**src/design/cpvg_divider.sv**
```systemverilog
`timescale 1ns / 1ps
// ----------------------------------------------------------------------------
// cpvg_divider: pipelined restoring divider
// Computes floor((idx << 24) / sides), one quotient bit per stage.
// ----------------------------------------------------------------------------
module cpvg_divider #(
    parameter int IDX_W  = 8,
    parameter int SIDE_W = 9,
    parameter int QW     = 24,
    parameter int TAG_W  = 1
) (
    input  logic              clk,
    input  logic              rst_n,
    input  logic              advance,
    input  logic              in_valid,
    input  logic [IDX_W-1:0]  idx,
    input  logic [SIDE_W-1:0] sides,
    input  logic [TAG_W-1:0]  in_tag,
    output logic              out_valid,
    output logic [QW-1:0]     quotient,
    output logic [TAG_W-1:0]  out_tag
);
    // idx < sides, so the remainder stays below sides for all fractional bits
    localparam int RW = SIDE_W + 1;

    logic              vld_reg  [QW+1];
    logic [RW-1:0]     rem_reg  [QW+1];
    logic [QW-1:0]     quo_reg  [QW+1];
    logic [SIDE_W-1:0] div_reg  [QW+1];
    logic [TAG_W-1:0]  tag_reg  [QW+1];

    always_ff @(posedge clk or negedge rst_n)
    begin
        if (!rst_n)
        begin
            for (int s = 0; s <= QW; s++)
                vld_reg[s] <= 1'b0;
        end
        else if (advance)
        begin
            vld_reg[0] <= in_valid;
            for (int s = 1; s <= QW; s++)
                vld_reg[s] <= vld_reg[s-1];
        end
    end

    always_ff @(posedge clk)
    begin
        if (advance)
        begin
            rem_reg[0] <= RW'(idx);
            quo_reg[0] <= '0;
            div_reg[0] <= sides;
            tag_reg[0] <= in_tag;
            for (int s = 1; s <= QW; s++)
            begin
                logic [RW-1:0] t;
                t = {rem_reg[s-1][RW-2:0], 1'b0};
                if (t >= RW'(div_reg[s-1]))
                begin
                    rem_reg[s] <= t - RW'(div_reg[s-1]);
                    quo_reg[s] <= {quo_reg[s-1][QW-2:0], 1'b1};
                end
                else
                begin
                    rem_reg[s] <= t;
                    quo_reg[s] <= {quo_reg[s-1][QW-2:0], 1'b0};
                end
                div_reg[s] <= div_reg[s-1];
                tag_reg[s] <= tag_reg[s-1];
            end
        end
    end

    assign out_valid = vld_reg[QW];
    assign quotient  = quo_reg[QW];
    assign out_tag   = tag_reg[QW];
endmodule

```
**config.mk**
```make
export PLATFORM = sky130hd
export DESIGN_NAME = cpvg_divider
export DESIGN_NICKNAME = d
export VERILOG_FILES = /design/src/design/cpvg_divider.sv
export SDC_FILE = /design/constraint.sdc
export NUM_CORES = 1
export LEC_CHECK = 0
export ABC_AREA = 1
export BUFFER_PORTS_ARGS = -buffer_cell sky130_fd_sc_hd__buf_4
export CORE_MARGIN = 5
export CORE_UTILIZATION = 25
export CTS_CLUSTER_DIAMETER = 40
export DETAILED_ROUTE_END_ITERATION = 16
export GPL_TIMING_DRIVEN = 0
export PLACE_DENSITY = 0.39
export SYNTH_ARGS = -nofsm -noshare
export SYNTH_HDL_FRONTEND = slang
export SYNTH_SLANG_ARGS = --single-unit
```
**constraint.sdc**
```tcl
create_clock -name clk -period 1.8 [get_ports clk]
set_clock_uncertainty 0.05 [all_clocks]
set_input_delay 0.18 -clock clk [delete_from_list [all_inputs] [get_ports clk]]
set_output_delay 0.18 -clock clk [all_outputs]
set_load 0.03 [all_outputs]
```
==> results.json <==
{
  "drv_slew": 0,
  "layout_setup_ws_ns": -0.259,
  "fmax_mhz": 486,
  "ir_drop_v": 0.000664,
  "synthArstFlopShare_pct": 3.20,
  "synthCells": 3514,
  "final-setup-viol-count": 227,
  "layout_commonest_cell": "edfxtp_1",
  "largest_register_ffs": 300,
  "p_per_area_mw_per_mm2": 1470,
  "ant_nets": 0,
  "avgSynthCellArea_um2": 10.8,
  "cts_hold_buf": 22,
  "max_stage_delay_ns": 0.53,
  "drt_wl_total_mm": 89.7,
  "period_share_pct": 114,
  "cts.root.buffer_cell": "clkbuf_16",
  "dp_worst_setup_slack_ns": -1.76,
  "seq_area_frac_synth_pct": 61.4,
  "path_class": "reg -> reg",
  "violations": "negative hold slack, negative setup slack",
  "cts.sink_count": 781,
  "nNetsFinal": 4367,
  "synthToLayoutAreaGrowth_pct": 44.0,
  "fp.dieH_um": 400,
  "place.gp.congestion": 0.766,
  "clk_latency_ns": 0.74,
  "dr.pass1.iters": 7,
  "drv_cap": 0,
  "ys_ff_latch": 781,
  "avgRoutedWirePerCell_um": 14.4,
  "grt-ovfl-total": 0,
  "finalHoldViolCount": 86,
  "drc_errors": 0,
  "rsz0062_at_grt": "yes",
  "grt_max_degree": 100,
  "period_needed_ns": 2.06,
  "vias_per_cell": 4.10,
  "worstMarginPinSlew_ns": 0.777,
  "slew-limit-headroom_pct": 48.2,
  "cts_buffers": 132,
  "critical_path_arrival_ns": 2.49,
  "grt_pass1_vias": 26000,
  "fin_util_pct": 36.1,
  "num_rows": 143,
  "drt_iter0_markers": 1026,
  "hpwl_mm": 57.3,
  "min_path_type": "in -> reg",
  "grt_usage_pct": 11.0,
  "cts_tree": "built",
  "clockBufferDepth": 3,
  "drive_gt1_share_pct": 38.5,
  "layout_common_cells": "edfxtp_1 (754), nand2_1 (721), inv_1 (474), buf_4 (269), nand2_2 (269)",
  "worst_setup_path_start_kind": "flop",
  "syn-cell-area_mm2": 0.0380,
  "ys_types": 34,
  "syn_nets": 3774,
  "synth-edff-count": 754,
  "antenna_found_initial": 1,
  "start_util_pct": 25.1,
  "core_area_mm2": 0.152,
  "path_max_fanout": 5,
  "status": "finished, violations left",
  "io_buffers": 47,
  "p_leak_uw": 0.0224,
  "ios": 48,
  "crit_slowest_cell": "edfxtp_1",
  "fin_hold_ws_ns": -0.134,
  "cp_cell_sequence": "inv_2 > ha_4 > ha_4 > inv_2 > nor2_2 > nand2_1 > nand2_2 > a21oi_4 > buf_12 > nand2_8 > nand2_4 > nand2_4",
  "critPathCaptureType": "flop",
  "diodes": 0,
  "die_w_um": 400,
  "vias": 25600,
  "fillers": 15000,
  "required_ns": 2.23,
  "cts.htree.levels": 4,
  "die_area_mm2": 0.160,
  "grt_pass1_wl_mm": 139,
  "yosys_warnings": 0,
  "clkTransAtPathRegs_ns": 0.05,
  "synth_ff_type": "edfxtp_1"
}
==> path summary, 6_finish.rpt <==
check                      depth (start not counted)  slack, ns             end            from
setup / recovery                                  12      -0.26  rem_reg[11][5]  div_reg[1][19]
hold / removal                                     1      -0.13     tag_reg[21]         advance
setup reg to reg                                  12      -0.26  rem_reg[11][5]  div_reg[1][19]
hold reg to reg                                    0       0.35  quo_reg[24][5]  quo_reg[23][4]
max in group asynchronous                          4       1.13     vld_reg[20]           rst_n
min in group asynchronous                          4       0.41       out_valid           rst_n
==> where the power goes <==
| part | switching, µW | internal [µW] |
|---|---|---|
| clock | 9320 | 16400 |
| sequential | 2370 | 23800 |
| combinational | 15600 | 12600 |
==> Yosys cell counts, types with 20 or more instances <==
cell type    n  area, µm²
nand2_1    982       3690
nand2_2     65        407
nor3_2      22        220
xor2_1      46        403
xnor2_1     23        201
ha_1       215       2690
nand3b_1    22        165
a21oi_4     21        342
nand2_4     43        484
fa_1        23        460
nand3_1    296       1480
a21oi_1    105        526
nor2_1     201        754
o21bai_1    23        173
edfxtp_1   754      22600
clkbuf_1    30        113
inv_1      547       2050
dfrtp_1     25        626
o21ai_0     20        100
==> area by class of cell <==
class,instances,area (µm²),share of cell area [%]
tap,2030,2540,4.64
clock buffer,147,3390,6.20
buffer,38,270,0.494
inverter,547,2070,3.79
multi-input combinational,2187,17900,32.7
timing repair buffer,420,4000,7.31
clock inverter,97,1200,2.19
sequential,781,23300,42.6
==> metrics by stage <==
step	std cells	setup TNS, ns	total power, µW	area (µm²)	hold slack [ns]
after CTS	6123	-35.39	76500	51500	-0.178
after global placement	5591	-2947.13	43300	41000	0.0617
after floorplan	3514	-1.52	38800	38100	-0.166
final	6247	-34.03	80100	54700	-0.134
after global routing	6247	-52.39	85200	54700	-0.137
after detailed placement	5594	-982.73	43300	41100	0.0635
==> critical path, delay by kind of cell (launching register included) <==
kind | cells | cell delay [ns]
compound gates | 1 | 0.17
fa+ha+maj | 2 | 0.36
buf+inv | 3 | 0.31
simple gates | 6 | 0.40
flops | 1 | 0.53
==> logic make-up after synthesis <==
family,Yosys count,synth area share (%)
muxes,1,0.0297
and+or+nand+nor,1646,19.3
adders and majority gates,238,8.30
AOI/OAI and AO/OA,194,3.52
buffers and inverters,585,5.89
DFF,781,61.4
xor gates and xnor gates,69,1.59
==> timing repair <==
item | CTS | global route
setup endpoints to repair | 725 | 405
gates cloned | 31 | 9
buffers inserted | 236 | 121
endpoints found under the hold margin | 130 | 86
resized for setup | 643 | 484
pin swaps | 290 | 278
==> per-layer routing <==
layer / vias up / wire length (µm) / global-route usage, %
met3: 174 / 3030 / 2.24
met2: 317 / 45500 / 19.3
met4: 2 / 2700 / 4.21
met1: 12100 / 38500 / 13.2
met5: - / 13 / 0
li1: 13000 / - / -
No activity file was read; power rests on OpenSTA's default activity.
