--- config.mk ---
export PLATFORM = sky130hd
export DESIGN_NAME = cpvg_place
export DESIGN_NICKNAME = d
export VERILOG_FILES = /design/src/design/cpvg_pkg.sv /design/src/design/cpvg_place.sv
export SDC_FILE = /design/constraint.sdc
export NUM_CORES = 1
export LEC_CHECK = 0
export BUFFER_PORTS_ARGS = -buffer_cell sky130_fd_sc_hd__buf_2
export CORE_UTILIZATION = 66
export DETAILED_ROUTE_END_ITERATION = 12
export PLACE_DENSITY = 0.88
export SLEW_MARGIN = 20
export SYNTH_ARGS = -nofsm -noshare
export SYNTH_HDL_FRONTEND = slang
export SYNTH_SLANG_ARGS = --single-unit
--- constraint.sdc ---
create_clock -name clk -period 8.9 [get_ports clk]
set_clock_uncertainty 0.1 [all_clocks]
set_input_delay 1.335 -clock clk [delete_from_list [all_inputs] [get_ports clk]]
set_output_delay 1.335 -clock clk [all_outputs]
set_load 0.02 [all_outputs]
--- src/design/cpvg_pkg.sv ---
`timescale 1ns / 1ps
// ----------------------------------------------------------------------------
// cpvg_pkg: shared types and constants
// Holds register indexes, CORDIC constants and the arctangent table.
// ----------------------------------------------------------------------------
package cpvg_pkg;

    localparam int FRAC_BITS    = 4;
    localparam int COORD_W      = 13 + FRAC_BITS;  // Q13.FRAC_BITS coordinates
    localparam int PHASE_BITS   = 24;
    localparam int CORDIC_STEPS = 20;
    localparam int UNIT_SHIFT   = 30;
    localparam int CW           = 34;  // CORDIC datapath width, Q2.30 plus guard
    localparam int ZW           = 25;  // angle residue width, signed
    localparam logic signed [CW-1:0] CORDIC_START = 34'sd652032874;
    localparam int CFG_IDX_W    = 2;

    typedef enum logic [CFG_IDX_W-1:0] {
        REG_SIDE_COUNT    = 2'd0,
        REG_CIRCLE_RADIUS = 2'd1,
        REG_OUTLINE_WIDTH = 2'd2,
        REG_UNUSED        = 2'd3
    } cfg_reg_t;

    function automatic logic signed [ZW-1:0] turn_atan(input int k);
        logic signed [ZW-1:0] v;
        case (k)
            0:       v = 25'sd2097152;
            1:       v = 25'sd1238021;
            2:       v = 25'sd654136;
            3:       v = 25'sd332050;
            4:       v = 25'sd166669;
            5:       v = 25'sd83416;
            6:       v = 25'sd41718;
            7:       v = 25'sd20860;
            8:       v = 25'sd10430;
            9:       v = 25'sd5215;
            10:      v = 25'sd2608;
            11:      v = 25'sd1304;
            12:      v = 25'sd652;
            13:      v = 25'sd326;
            14:      v = 25'sd163;
            15:      v = 25'sd81;
            16:      v = 25'sd41;
            17:      v = 25'sd20;
            18:      v = 25'sd10;
            19:      v = 25'sd5;
            default: v = '0;
        endcase
        return v;
    endfunction

endpackage

--- src/design/cpvg_place.sv ---
`timescale 1ns / 1ps
// ----------------------------------------------------------------------------
// cpvg_place: coordinate scaling
// Multiplies radius by the unit vector, rounds, offsets and saturates.
// ----------------------------------------------------------------------------
module cpvg_place #(
    parameter int COORD_W = 17
) (
    input  logic                          clk,
    input  logic                          advance,
    input  logic [15:0]                   radius,
    input  logic [15:0]                   offset,
    input  logic signed [cpvg_pkg::CW-1:0] unit,
    output logic [COORD_W-1:0]            coord
);
    import cpvg_pkg::*;

    localparam int PW = CW + 17;

    // split 16 x 34 into two halves of the unit to keep multipliers narrow
    logic signed [16+17:0]  lo_reg;
    logic signed [16+17:0]  hi_reg;
    logic [15:0]            off1_reg;
    logic signed [PW+1:0]   sum_reg;
    logic [15:0]            off2_reg;
    logic [COORD_W-1:0]     coord_reg;

    always_ff @(posedge clk)
    begin
        if (advance)
        begin
            lo_reg   <= $signed({1'b0, radius}) * $signed({1'b0, unit[16:0]});
            hi_reg   <= $signed({1'b0, radius}) * $signed(unit[CW-1:17]);
            off1_reg <= offset;
            sum_reg  <= ((PW+2)'(hi_reg) <<< 17) + (PW+2)'(lo_reg)
                        + (PW+2)'(1 << (UNIT_SHIFT - 1));
            off2_reg <= off1_reg;
        end
    end

    // keep the whole sum signed so the shift rounds toward minus infinity
    logic signed [PW+1:0] v;
    always_comb
    begin
        v = (sum_reg >>> UNIT_SHIFT) + $signed((PW+2)'(off2_reg));
    end

    always_ff @(posedge clk)
    begin
        if (advance)
        begin
            if (v < 0)
                coord_reg <= '0;
            else if (v > (PW+2)'((1 << COORD_W) - 1))
                coord_reg <= '1;
            else
                coord_reg <= COORD_W'(v);
        end
    end

    assign coord = coord_reg;
endmodule

==> results of run 1 <==
-- per-stage QoR --
step / utilization / area [um2] / setup WS [ns] / std cells
finish: 0.708 / 24500 / 0.943 / 2871
global route: 0.708 / 24500 / 0.774 / 2869
CTS: 0.708 / 24500 / 1.17 / 2868
detailed placement: 0.691 / 23900 / 0.769 / 2836
global placement: 0.691 / 23900 / 1.02 / 2836
floorplan: - / 23200 / 1.75 / 2377
-- cells by family after synthesis --
kind of cell	after synthesis	synth area share
DFF	122	0.158
and+or+nand+nor	712	0.155
buffers and inverters	572	0.0934
AOI/OAI and AO/OA	195	0.0551
adders and majority gates	693	0.508
xor gates and xnor gates	83	0.0313
-- cells in the mapped netlist, types with 6 or more instances --
cell type / instances / share of area
nor2_1: 33 / 0.0053
a211oi_1: 12 / 0.0039
nand2_1: 299 / 0.048
o21bai_1: 9 / 0.0029
o21ai_0: 30 / 0.0065
a21o_1: 23 / 0.0074
a31oi_1: 6 / 0.0016
fa_1: 417 / 0.36
and3_1: 12 / 0.0032
xnor2_1: 56 / 0.021
nor3_1: 12 / 0.0026
nand2b_1: 18 / 0.0048
nand3_1: 23 / 0.0050
inv_1: 485 / 0.078
a21oi_1: 65 / 0.014
nor2b_1: 13 / 0.0035
and2_1: 273 / 0.073
o211ai_1: 6 / 0.0019
edfxtp_1: 122 / 0.16
xor2_1: 27 / 0.010
nand4_1: 12 / 0.0032
ha_1: 276 / 0.15
clkbuf_1: 84 / 0.014
-- critical path, cell delays in order --
cell and delay [ns]:
buf_2 0.63, nand2_1 0.21, fa_1 0.58, inv_1 0.05, fa_1 0.41, fa_1 0.59
fa_1 0.46, fa_1 0.57, inv_1 0.07, fa_1 0.53, inv_1 0.04, ha_1 0.35
a21o_1 0.20, a21oi_1 0.26, nor3_1 0.10, a211oi_1 0.19, a21boi_0 0.59, o21ai_0 0.26
a2111oi_0 0.43, nor3b_1 0.11
-- routing by layer --
| metal | up-vias | part of all wire | track usage |
|---|---|---|---|
| li1 | 7419 | - | - |
| met1 | 8517 | 0.37 | 0.399 |
| met2 | 958 | 0.50 | 0.549 |
| met3 | 183 | 0.087 | 0.0564 |
| met4 | 2 | 0.039 | 0.135 |
| met5 | - | 0.00020 | 0 |
-- final cells by class --
| type | count | share of cell area |
|---|---|---|
| timing repair buffer | 91 | 0.0194 |
| clock buffer | 17 | 0.0173 |
| tap | 455 | 0.0232 |
| clock inverter | 15 | 0.00668 |
| sequential | 122 | 0.149 |
| multi-input combinational | 1683 | 0.710 |
| inverter | 485 | 0.0742 |
| antenna | 3 | 0.000306 |
-- how the worst max path moves through the flow --
stage	from	end	slack [ns]
2_1_floorplan	radius[10]	hi_reg[33]	1.75
3_3_place_gp	radius[3]	hi_reg[33]	1.02
3_5_place_dp	radius[3]	hi_reg[33]	0.77
4_1_cts	radius[3]	hi_reg[33]	1.17
5_1_grt	radius[3]	hi_reg[33]	0.77
6_report	radius[3]	hi_reg[33]	0.94
==> out/qor.csv, run 1 <==
stage,metric,value,unit
worst_setup_path,r2r-start,sum_reg[39],
worst_setup_path,cp.required,8.97,ns
die,die_area,0.0360,mm2
logic_synthesis,synth_cell_types,61,
finish,multiInputGateArea,0.0174,mm2
placement,dp_hpwl,42400,um
route,drcViolationCount,0,
worst_setup_path,cp-start-kind,input port,
logic_synthesis,syn_area_per_cell,9.78,um2
logic_synthesis,ys_seq_area_frac,0.158,
placement,gp_congestion,0.919,
die,rows,68,
finish,layout_commonest_cell,inv_1,
worst_setup_path,rrSetupSlack,5.12,ns
finish,fillers,2307,
timing,worst_pin_slew,0.909,ns
route,num_vias,17100,
global_routing,grt_max_degree,63,
timing,setup_viol,0,
finish,nets,3161,
die,io_pins,85,
cts,clkSinkCount,122,
finish,drive_gt1_frac,0.0539,
timing,finalCritPeriodShare,0.894,
global_routing,grt_pass1_vias,18400,
cts,cts_tree,built,
cts,clk_latency,0.43,ns
die,start_util,0.671,
die,core-area,0.0346,mm2
worst_setup_path,r2r_cells,9,
cts,cts_buffer_depth,2,
cts,clk_pin_slew,0.06,ns
cts,cts_resized,0,
cts,hold_buffers,0,
finish,regArea,0.00366,mm2
timing,hold_ws,0.319,ns
route,avgViaCountPerCell,5.95,
cts,h-tree-depth,4,
logic_synthesis,ys.warnings.count,0,
worst_hold_path,hold_depth,0,
worst_hold_path,worst_hold_path_type,reg -> reg,
logic_synthesis,synth-seq-cells,122,
worst_setup_path,r2r-end,coord[10],
die,die_w,190,um
timing,slew_viol_final,0,
cts,post-cts-setup-buffer-count,0,
global_routing,antenna_found_initial,5,
global_routing,track_usage,0.320,
route,drtPass1Iterations,5,
timing,period_needed,7.96,ns
global_routing,grt_pass1_wl,89900,um
run,maxCapViolCount,0,
logic_synthesis,synth_nets,3138,
timing,tns,0,ns
finish,largest_register_ffs,34,
timing,slew_headroom,0.386,
route,dr.first_iter.drc_count,1271,
worst_setup_path,end_kind,register,
logic_synthesis,synth_cells,2377,
global_routing,grt_overflow_total,0,
worst_setup_path,crit_fanout,34,
logic_synthesis,synthFlopType,edfxtp_1,
timing,hold_viol,0,
timing,fmax,126,MHz
route,wl,54400,um
cts,cts_made_buffers,17,
die,die_h,190,um
logic_synthesis,syn_area,0.0232,mm2
finish,area_delta_synth_final,5.56,%
worst_setup_path,worstSetupPathType,in -> reg,
timing,rsz0062_at_grt,no,
status,status,"complete, no violations",
placement,portBuffers,84,
logic_synthesis,synth-edff-count,122,
logic_synthesis,synth-async-reset-ratio,0,
worst_hold_path,hp-start,off1_reg[0],
worst_hold_path,holdPathEnd,off2_reg[0],
cts,cts-root-buf,clkbuf_16,
worst_setup_path,worstPathArrival,8.02,ns
route,wl_per_cell,19.0,um
finish,mostFrequentLayoutCells,"inv_1 (485), fa_1 (417), nand2_1 (299)",
route,antenna_left,0,
Power of run 1 is not shown: default switching activity piles up to over one toggle a cycle in this logic, so the estimate is an artifact.
==> run 2: changes to the inputs <==
ABC_AREA = 1   (was unset)
PLACE_DENSITY = 0.83   (was 0.88)
SKIP_LAST_GASP = 1   (was unset)
==> out/qor.csv, run 2 <==
stage,metric,value,unit,change
route,num_vias,20700,,+21%
cts,clkSinkCount,122,,unchanged
global_routing,grt_pass1_wl,106000,um,+18%
logic_synthesis,synthTopCellsByCount,"inv_1 (898), nand2_1 (842), fa_1 (417), ha_1 (276), nor2_1 (131)",,
logic_synthesis,synth_most_common_cell,inv_1,,
worst_setup_path,cp-start-kind,input port,,
die,rows,71,,+4.4%
timing,period_needed,7.07,ns,-0.887 ns
cts,clk_latency,0.43,ns,about the same
global_routing,grt_max_degree,69,,+9.5%
route,drtPass1Iterations,5,,unchanged
route,wl,63000,um,+16%
finish,drive_gt1_frac,0.0495,,-0.00439
finish,final_util,0.705,,-0.00383
placement,portBuffers,84,,unchanged
timing,rsz0062_at_grt,no,,
timing,timing.final.ws_setup,1.83,ns,+0.887 ns
timing,slew_viol_final,0,,unchanged
worst_hold_path,hp-start,off1_reg[5],,
worst_setup_path,rrSetupSlack,5.87,ns,+0.75 ns
global_routing,grt_overflow_total,0,,unchanged
cts,cts_buffer_depth,2,,unchanged
finish,regArea,0.00366,mm2,unchanged
worst_hold_path,hold_depth,0,,unchanged
logic_synthesis,synth_nets,4010,,+28%
status,status,"complete, no violations",,
cts,cts_resized,0,,unchanged
worst_setup_path,end_kind,register,,
route,drcViolationCount,0,,unchanged
worst_setup_path,r2r_cells,10,,+1
cts,cts-root-buf,clkbuf_16,,
cts,clk_pin_slew,0.06,ns,about the same
finish,layout_commonest_cell,inv_1,,
global_routing,track_usage,0.342,,+0.0226
timing,fmax,141,MHz,+13%
route,antenna_left,0,,unchanged
cts,cts_tree,built,,
worst_setup_path,worstSetupPathType,in -> reg,,
run,maxCapViolCount,0,,unchanged
route,dr.first_iter.drc_count,1664,,+31%
logic_synthesis,syn_area,0.0256,mm2,+10%
logic_synthesis,synthFlopType,edfxtp_1,,
worst_hold_path,worst_hold_path_type,reg -> reg,,
timing,finalCritPeriodShare,0.794,,-0.0996
timing,hold_viol,0,,unchanged
worst_setup_path,crit_fanout,34,,unchanged
die,die_h,199,um,+4.9%
die,die_w,199,um,+4.9%
route,wl_per_cell,16.8,um,-11%
worst_setup_path,r2r-start,lo_reg[25],,
logic_synthesis,synth_top_area_frac,0.326,,-0.0333
finish,largest_register_ffs,34,,unchanged
die,start_util,0.675,,+0.00420
cts,cts_made_buffers,17,,unchanged
worst_hold_path,holdPathEnd,off2_reg[5],,
logic_synthesis,synth_cells,3249,,+37%
logic_synthesis,ys.warnings.count,0,,unchanged
placement,dp_slack,1.54,ns,+0.769 ns
worst_setup_path,cp.required,8.97,ns,about the same
cts,hold_buffers,0,,unchanged
die,io_pins,85,,unchanged
cts,post-cts-setup-buffer-count,0,,unchanged
finish,fin_area,0.0267,mm2,+9.0%
global_routing,grt_pass1_vias,22000,,+19%
logic_synthesis,synth-async-reset-ratio,0,,unchanged
route,avgViaCountPerCell,5.52,,-7.3%
finish,fillers,3046,,+32%
cts,h-tree-depth,4,,unchanged
finish,mostFrequentLayoutCells,"inv_1 (898), nand2_1 (842), fa_1 (417)",,
timing,setup_viol,0,,unchanged
timing,tns,0,ns,unchanged
worst_setup_path,worstPathArrival,7.14,ns,-0.88 ns
logic_synthesis,syn_area_per_cell,7.88,um2,-19%
finish,multiInputGateArea,0.0181,mm2,+3.7%
finish,area_delta_synth_final,4.33,%,
placement,placed_area,0.0262,mm2,+9.4%
placement,dp_hpwl,50600,um,+19%
logic_synthesis,synth_top_area_cell,fa_1,,
logic_synthesis,synth-seq-cells,122,,unchanged
timing,slew_headroom,0.367,,-0.0194
global_routing,antenna_found_initial,0,,-5
die,core-area,0.0379,mm2,+9.5%
logic_synthesis,ys_seq_area_frac,0.143,,-0.0146
finish,nets,3982,,+26%
logic_synthesis,synthTopCellsByArea,"fa_1 (33%), edfxtp_1 (14%), ha_1 (13%), inv_1 (13%), nand2_1 (12%)",,
logic_synthesis,synth-edff-count,122,,unchanged
logic_synthesis,synth_cell_types,42,,-31%
timing,worst_pin_slew,0.950,ns,+0.0406 ns
die,die_area,0.0396,mm2,+10%
placement,gp_congestion,0.968,,+5.4%
worst_setup_path,r2r-end,sum_reg[47],,
[run 2: changes by cell type after synthesis, sizes merged, moves of 32 or more]
| cell | previous run | this run |
|---|---|---|
| inv | 485 | 900 |
| nand3 | 23 | 76 |
| and2 | 273 | 1 |
| nor2 | 33 | 139 |
| xnor2 | 56 | 24 |
| clkbuf | 84 | 129 |
| nand2 | 299 | 852 |
| a21oi | 66 | 112 |
[run 2: worst max-delay path, stage by stage]
cell	delay (ns)
buf_2	0.71
nand2_1	0.18
fa_1	0.58
inv_1	0.06
fa_1	0.42
fa_1	0.57
fa_1	0.45
fa_1	0.55
inv_1	0.06
fa_1	0.53
inv_1	0.04
ha_1	0.34
nand2_1	0.13
nor2_1	0.19
nand4_1	0.10
o21ai_0	0.49
nand2_1	0.09
nand2_1	0.12
nand2_1	0.07
nand2_1	0.07
xor2_1	0.06
[run 2: routing by layer]
| layer | vias up | global-route usage | routed length [um] |
|---|---|---|---|
| met1 | 9982 | 0.459 | 26000 |
| met4 | 0 | 0.105 | 1730 |
| met2 | 1018 | 0.564 | 29200 |
| met3 | 163 | 0.0651 | 6160 |
| met5 | - | 0 | 0 |
| li1 | 9493 | - | - |
[run 2: final cells by class]
| type | instances | area share |
|---|---|---|
| antenna | 1 | 0.0000936 |
| clock buffer | 17 | 0.0159 |
| clock inverter | 14 | 0.00463 |
| inverter | 902 | 0.127 |
| multi-input combinational | 2093 | 0.676 |
| sequential | 122 | 0.137 |
| tap | 511 | 0.0239 |
| timing repair buffer | 85 | 0.0161 |
[run 2: cells by family (layout without fill, tap and decap cells)]
group | after synthesis | count (layout) | share of synthesized area
buffers and inverters | 1034 | 1018 | 0.152
AND/OR/NAND/NOR | 1133 | 1133 | 0.180
other | 0 | 1 | 0
adder cells (fa/ha/maj) | 693 | 693 | 0.461
flip-flops | 122 | 122 | 0.143
XOR/XNOR | 61 | 61 | 0.0209
AO/OA/AOI/OAI | 206 | 206 | 0.0437
[run 2: how the worst max path moves through the flow]
stage                   start  slack, ns    endpoint
floorplan            unit[27]       2.12  hi_reg[25]
global placement    radius[5]       1.66  hi_reg[25]
detailed placement  radius[5]       1.54  hi_reg[25]
CTS                 radius[5]       1.94  hi_reg[25]
global route        radius[3]       1.51  hi_reg[25]
finish              radius[3]       1.83  hi_reg[25]
[run 2: metrics by stage]
step / hold WS [ns] / std cells
floorplan: 0.300 / 3249
global placement: 0.301 / 3713
detailed placement: 0.305 / 3713
CTS: 0.319 / 3744
global route: 0.325 / 3744
finish: 0.319 / 3745
Power of run 2 is left out for the same reason.
